[config.mk]
export PLATFORM = sky130hd
export DESIGN_NAME = fcd_result_fifo
export DESIGN_NICKNAME = d
export VERILOG_FILES = /design/src/hw/rtl/fcd_pkg.sv /design/src/hw/rtl/fcd_result_fifo.sv
export SDC_FILE = /design/constraint.sdc
export NUM_CORES = 1
export LEC_CHECK = 0
export ABC_AREA = 1
export BUFFER_PORTS_ARGS = -buffer_cell sky130_fd_sc_hd__clkbuf_2
export CORE_MARGIN = 10
export CORE_UTILIZATION = 35
export CTS_CLUSTER_DIAMETER = 30
export DETAILED_ROUTE_END_ITERATION = 7
export SKIP_LAST_GASP = 1
export SYNTH_ARGS = -nofsm -noshare
export SYNTH_HDL_FRONTEND = slang
export SYNTH_SLANG_ARGS = --single-unit
[constraint.sdc]
create_clock -name clk -period 2.4 [get_ports clk]
set_clock_uncertainty 0.1 [all_clocks]
set_input_delay 0.36 -clock clk [delete_from_list [all_inputs] [get_ports clk]]
set_output_delay 0.36 -clock clk [all_outputs]
set_load 0.1 [all_outputs]
[src/hw/rtl/fcd_pkg.sv]
`default_nettype none

package fcd_pkg;

	// Frame store geometry.
	localparam int MAX_PIXELS = 65536;
	localparam int POS_W = (MAX_PIXELS > 1) ? $clog2(MAX_PIXELS) : 1;
	localparam int LEN_W = POS_W + 1;

	// Field and register widths.
	localparam int PIX_W = 24;
	localparam int CH_W = 8;
	localparam int COUNT_W = 17;
	localparam int FRAME_W = 16;
	localparam int THR_W = 16;
	localparam int CFG_W = 17;
	localparam int CFG_IDX_W = 1;

	// Register reset values.
	localparam logic [CFG_W-1:0] PIXELS_RESET = 17'd65536;
	localparam logic [THR_W-1:0] THRESHOLD_RESET = 16'd13107;

	// Grey conversion weights, fixed point with 14 fraction bits.
	localparam int WSUM_W = 22;
	localparam logic [WSUM_W-1:0] GREY_W_B = 22'd1868;
	localparam logic [WSUM_W-1:0] GREY_W_G = 22'd9617;
	localparam logic [WSUM_W-1:0] GREY_W_R = 22'd4899;
	localparam logic [WSUM_W-1:0] GREY_ROUND = 22'd8192;
	localparam int GREY_SHIFT = 14;

	// Changed count is scaled by 65536 before the threshold compare.
	localparam int COUNT_SCALE_SHIFT = 16;
	localparam logic [COUNT_W-1:0] COUNT_MAX = {COUNT_W{1'b1}};
	localparam int PROD_W = THR_W + LEN_W;
	localparam int SCALED_W = COUNT_W + COUNT_SCALE_SHIFT;
	localparam int CMP_W = (PROD_W > SCALED_W) ? PROD_W : SCALED_W;

	// Result queue sizing: the pipeline can hold this many pending results.
	localparam int PIPE_RESULTS = 4;
	localparam int FIFO_DEPTH = 8;
	localparam int FIFO_PTR_W = $clog2(FIFO_DEPTH);
	localparam int FIFO_CNT_W = $clog2(FIFO_DEPTH + 1);

	// Configuration register indexes.
	typedef enum logic [CFG_IDX_W-1:0] {
		REG_FRAME_PIXELS = 1'b0,
		REG_CHANGE_THRESHOLD = 1'b1
	} cfg_reg_t;

	// One finished-frame result.
	typedef struct packed {
		logic keep_frame;
		logic [COUNT_W-1:0] changed_pixels;
		logic [FRAME_W-1:0] frame_number;
	} result_t;

endpackage

`default_nettype wire

[src/hw/rtl/fcd_result_fifo.sv]
`default_nettype none

module fcd_result_fifo
	import fcd_pkg::*;
(
	input wire logic clk,
	input wire logic arst_n,
	input wire logic push,
	input wire result_t push_data,
	input wire logic pop,
	output logic head_valid,
	output result_t head_data,
	output logic [FIFO_CNT_W-1:0] fill
);

	result_t mem_q [FIFO_DEPTH];
	logic [FIFO_PTR_W-1:0] wr_ptr_q;
	logic [FIFO_PTR_W-1:0] rd_ptr_q;
	logic [FIFO_CNT_W-1:0] fill_q;
	logic do_pop;

	assign head_valid = (fill_q != '0);
	assign head_data = mem_q[rd_ptr_q];
	assign fill = fill_q;
	assign do_pop = pop && head_valid;

	// Pointers and fill level. The writer never pushes into a full queue.
	always_ff @(posedge clk or negedge arst_n) begin
		if (!arst_n) begin
			wr_ptr_q <= '0;
			rd_ptr_q <= '0;
			fill_q <= '0;
		end else begin
			if (push) begin
				wr_ptr_q <= wr_ptr_q + FIFO_PTR_W'(1);
			end
			if (do_pop) begin
				rd_ptr_q <= rd_ptr_q + FIFO_PTR_W'(1);
			end
			unique case ({push, do_pop})
				2'b10: fill_q <= fill_q + FIFO_CNT_W'(1);
				2'b01: fill_q <= fill_q - FIFO_CNT_W'(1);
				default: fill_q <= fill_q;
			endcase
		end
	end

	// Result storage.
	always_ff @(posedge clk) begin
		if (push) begin
			mem_q[wr_ptr_q] <= push_data;
		end
	end

endmodule

`default_nettype wire

-- Word level (Yosys, flattened, before mapping)
Memory sizes are Yosys's and may differ from the RTL's.
Cells that the tools add are included.
- input port bits: 38
- word-level logic and storage cells: 16
- register bits: 10
- output and inout port bits: 39
- memory bits (writable): 272
- memories: 1
- memories (memory ; depth ; bits a word ; read ports ; clocked after memory_dff ; write ports ; RTL line ; RTL):
    mem_q ; 8 ; 34 ; 1 ; 0 ; 1 ; fcd_result_fifo.sv:16 ; result_t mem_q [FIFO_DEPTH];
- muxes and demuxes: 3
- reductions and logical operators: 3
- add/sub/neg operators: 4
- equal/unequal tests: 2
- operators by type and width (operator ; count):
    4-bit one-hot mux with 2 select lines ; 1
    3-bit by 1-bit adder with 3-bit output, second input constant ; 2
    4-bit by 1-bit adder with 4-bit output, second input constant ; 1
    4-bit nonzero test ; 1
    4-bit by 1-bit subtractor with 4-bit output, second input constant ; 1
    2-bit by 1-bit equality test with 1-bit output, second input constant ; 1
    2-bit equality test, second input constant ; 1
    1-bit two-way mux ; 2
    2-bit nonzero test ; 1
    1-bit logical AND ; 1

-- Depth between registers and ports, before layout
- word-level depth: 4
- mapped depth: 13
- gate-level depth less buffers: 13

-- Worst setup path after synthesis
No wires, ideal clock.
- path kind: register to register
- start point: register fill_q[1], in the netlist fill[1]
- end point: register fill_q[2], in the netlist fill[2]
- buffers on the path: 0
- path slack: -1.234 ns
- data required time: 2.171 ns
- clock period less this slack: 3.634 ns
- stages on the path, launching flop included: 14
- library setup time: 0.129 ns
- arrival time: 3.405 ns
- cell sequence: dfrtp_1 -> inv_1 -> nand3_1 -> nand2_1 -> inv_1 -> ha_1 -> inv_1 -> nand2_1 -> nand2_1 -> ha_1 -> a21o_1 -> or2_2 -> nand3_1 -> o21ai_0
- longest elaborated chain between the ends: 4
- elaborated cells between the ends (all ways): 8
- classes of those cells: add/sub: 2; eq/ne: 2; mux: 1; reduce/logical: 3
- ends and longest elaborated chain (item ; RTL line ; RTL):
    start: declaration ; fcd_result_fifo.sv:19 ; logic [FIFO_CNT_W-1:0] fill_q;
    start signal: assignment ; fcd_result_fifo.sv:41 ; 2'b10: fill_q <= fill_q + FIFO_CNT_W'(1);
    start signal: assignment ; fcd_result_fifo.sv:42 ; 2'b01: fill_q <= fill_q - FIFO_CNT_W'(1);
    start signal: assignment ; fcd_result_fifo.sv:43 ; default: fill_q <= fill_q;
    4-bit nonzero test * ; fcd_result_fifo.sv:22 ; assign head_valid = (fill_q != '0);
    via head_valid ; fcd_result_fifo.sv:11 ; output logic head_valid,
    1-bit logical AND * ; fcd_result_fifo.sv:25 ; assign do_pop = pop && head_valid;
    2-bit by 1-bit equality test with 1-bit output / 2-bit equality test (equally long branches) ; fcd_result_fifo.sv:40 ; unique case ({push, do_pop})
    4-bit one-hot mux with 2 select lines / 2-bit nonzero test (equally long branches) ; n/a ;
Mark *: on every way through the listed nets, which the timed path passes. The rest lies on a longest branch.
A chain may end at the register's enable or synchronous reset.

==> run summary <==
DRC viols -> 0
Yosys top cell by area -> edfxtp_1
number of CTS-inserted buffers -> 61
Multi-input gate area -> 2804 µm²
Unique masters post-synth -> 24
CP endpoint kind -> primary output
Synth-to-Final Area Change -> 44.06%
cells after synthesis -> 915
TritonCTS clock tree -> built
Die ar. -> 39,790 µm²
fillcell total -> 2,609
Seq/Total Area, Yosys -> 74.67%
Die H -> 199.5 µm
DR WL/cell -> 19.53 µm
Post-synth top flop -> edfxtp_1
nets -> 1,145
antenna-violating nets left -> 0
Fmax -> 386.2 MHz
WP data arrival -> 2130 ps
Initial Util -> 35.63%
Hold Path Class -> primary input to register
top cells by count, synth -> edfxtp_1, nor2_1, nand2_1, o21ai_0, o21ai_1
antenna violations before repair -> 0
grt ovf -> 0
crit path buf inv count -> 4
ys async rst share -> 3.546%
Root Driver -> clkbuf_16
pin count of the biggest net entering global routing -> 49
RePlAce Congestion -> 0.7420
Routed WL -> 30,370 µm
n_diodes -> 0
#FFs+latches synth -> 282
slowest CP cell -> dfrtp_4
Die Width -> 199.5 µm
Final Hold Viols -> 0
overall global routing resource usage -> 14.34%
worst skew pair latency -> 540 ps
EDFF count, synth -> 272
dpl ws -> 100.8 ps
Buffers on Ports -> 76
Clock transition at path regs -> 40 ps
Placeable Area -> 31,640 µm²
hpwl dp -> 14,560 µm
average size of a mapped cell -> 12.32 µm²
Ports -> 77
DR vias -> 7,706
Data required, critical path -> 1940 ps
Syn Std Cell Area -> 11,270 µm²
Yosys top cell area share -> 72.45%
YS warnings -> 0
outcome -> finished with violations
CP Launch Type -> register
minimum clock period -> 2589 ps
reg2reg setup slack -> 140 ps
count of final setup violators -> 34
Critical Path Fanout Max -> 5
vias per cell -> 4.956
Max Slew Vio Count -> 0
CP top delay family -> buffers and inverters
DRT Pass-1 Iters -> 4
final worst setup slack -> -189.0 ps
layout cells sized above 1 -> 28.19%
global-route wire length before repair -> 44,190 µm
Row Count -> 65
failing checks -> setup timing
RSZ-0062 raised after global routing -> yes
Synthesized Nets -> 958
FF/Latch Area -> 8439 µm²
period utilization -> 107.9%
CP peak stage delay -> 490 ps
vias in the first global route -> 7,767
Max clock buf depth -> 3
clock sinks -> 282
Max Cap Violations -> 0
DR iter-0 viols -> 481
Max-Slew Margin vs Limit -> 60.12%
critical-path cell list -> buf_12, buf_8, clkbuf_16, nor2_1, nor2_1, o21ai_2, o21ai_1, nand2_1, nand2_2, buf_12
hold slack -> 31.44 ps
ranking of synthesized cells by area -> edfxtp_1, nor2_1, o21ai_0
most frequent cell after synthesis -> edfxtp_1
slew at the pin with the worst max-slew slack -> 598.2 ps
Setup CP Type -> register to primary output
Max H-tree Level -> 2
final cells by class:
cell class	instances	area share [%]
clock inverters	43	3.428
repair buffers	175	14.17
clock buffers	71	9.630
flip-flops and latches	282	51.96
well taps	402	3.097
inverters	13	0.3775
repair inverters	1	0.06934
multi-input cells	568	17.27
placed cells by master, fill, tap and decap left out, types with 2 or more instances in the layout:
master,count
dfrtp_2,2
clkbuf_2,42
nand3_1,4
buf_12,46
clkinv_16,2
inv_1,11
buf_16,11
clkbuf_16,70
dlygate4sd3_1,36
nor2_2,10
o21ai_1,122
clkinv_1,9
xor2_1,4
buf_8,2
buf_6,9
ha_1,5
o21ai_0,71
dfrtp_4,5
bufinv_16,10
nand2_1,93
nor2_1,185
dfrtp_1,3
nand2_2,34
clkinv_8,2
clkinv_4,4
buf_4,20
o21ai_2,14
clkbuf_1,10
clkinv_2,7
edfxtp_1,272
or2_2,2
clkinvlp_4,9
nor2_4,20
per-layer routing:
| metal | GRT usage (%) | wire, µm | up-vias |
|---|---|---|---|
| met5 | 0 | 0 | - |
| met4 | 4.599 | 570 | 0 |
| met3 | 3.213 | 1438 | 54 |
| met2 | 24.37 | 15310 | 179 |
| met1 | 17.73 | 13050 | 3844 |
| li1 | - | - | 3629 |
stage by stage:
step           cell area, µm²  TNS [ps]  utilization, %  cells
2_1_floorplan           11310    -41230               -    915
3_3_place_gp            12830         0           40.54   1371
3_5_place_dp            12830         0           40.54   1371
4_1_cts                 15660     -4528           49.49   1533
5_1_grt                 16240     -7789           51.33   1555
6_report                16240     -4663           51.33   1555
path summary, 6_finish.rpt:
kind / endpoint / depth (start not counted) / start
max: head_data[7] / 10 / rd_ptr_q[0]
min: mem_q[2][19] / 1 / push_data[19]
max reg2reg: fill[2] / 12 / fill[1]
min reg2reg: wr_ptr_q[0] / 2 / wr_ptr_q[0]
max in group asynchronous: fill[3] / 2 / arst_n
min in group asynchronous: fill[0] / 2 / arst_n
worst register-to-register path: cells and delay by family (launching register included):
| family | cells | cell delay [ps] |
|---|---|---|
| adders and majority gates | 2 | 420 |
| AOI/OAI and AO/OA | 2 | 230 |
| and+or+nand+nor | 6 | 670 |
| buffers and inverters | 2 | 230 |
| DFF | 1 | 480 |
logic make-up (layout without fill, tap and decap cells):
logic type / count (synthesis) / after routing / synth area share, %
XOR/XNOR: 5 / 5 / 0.3884
buffers and inverters: 65 / 303 / 3.340
AND/OR/NAND/NOR: 350 / 350 / 11.79
adder cells (fa/ha/maj): 5 / 5 / 0.5549
flip-flops: 282 / 282 / 74.67
AO/OA/AOI/OAI: 208 / 208 / 9.256
flip-flops by register name (all words and copies together) (netlist names):
register,count
wr_ptr_q,3
fill,4
mem_q,272
rd_ptr_q,3
what timing repair did:
action / CTS / global route
cloned: 6 / 16
hold buffers: 36 / 0
endpoints found under the hold margin: 270 / 0
setup buffers: 6 / 6
pin swaps: 9 / 40
setup endpoints to repair: 34 / 35
gates resized for setup: 47 / 113
Power is left out: the tool's default activity adds up to more than one toggle a clock period on the data nets, which glitch-free logic cannot reach.
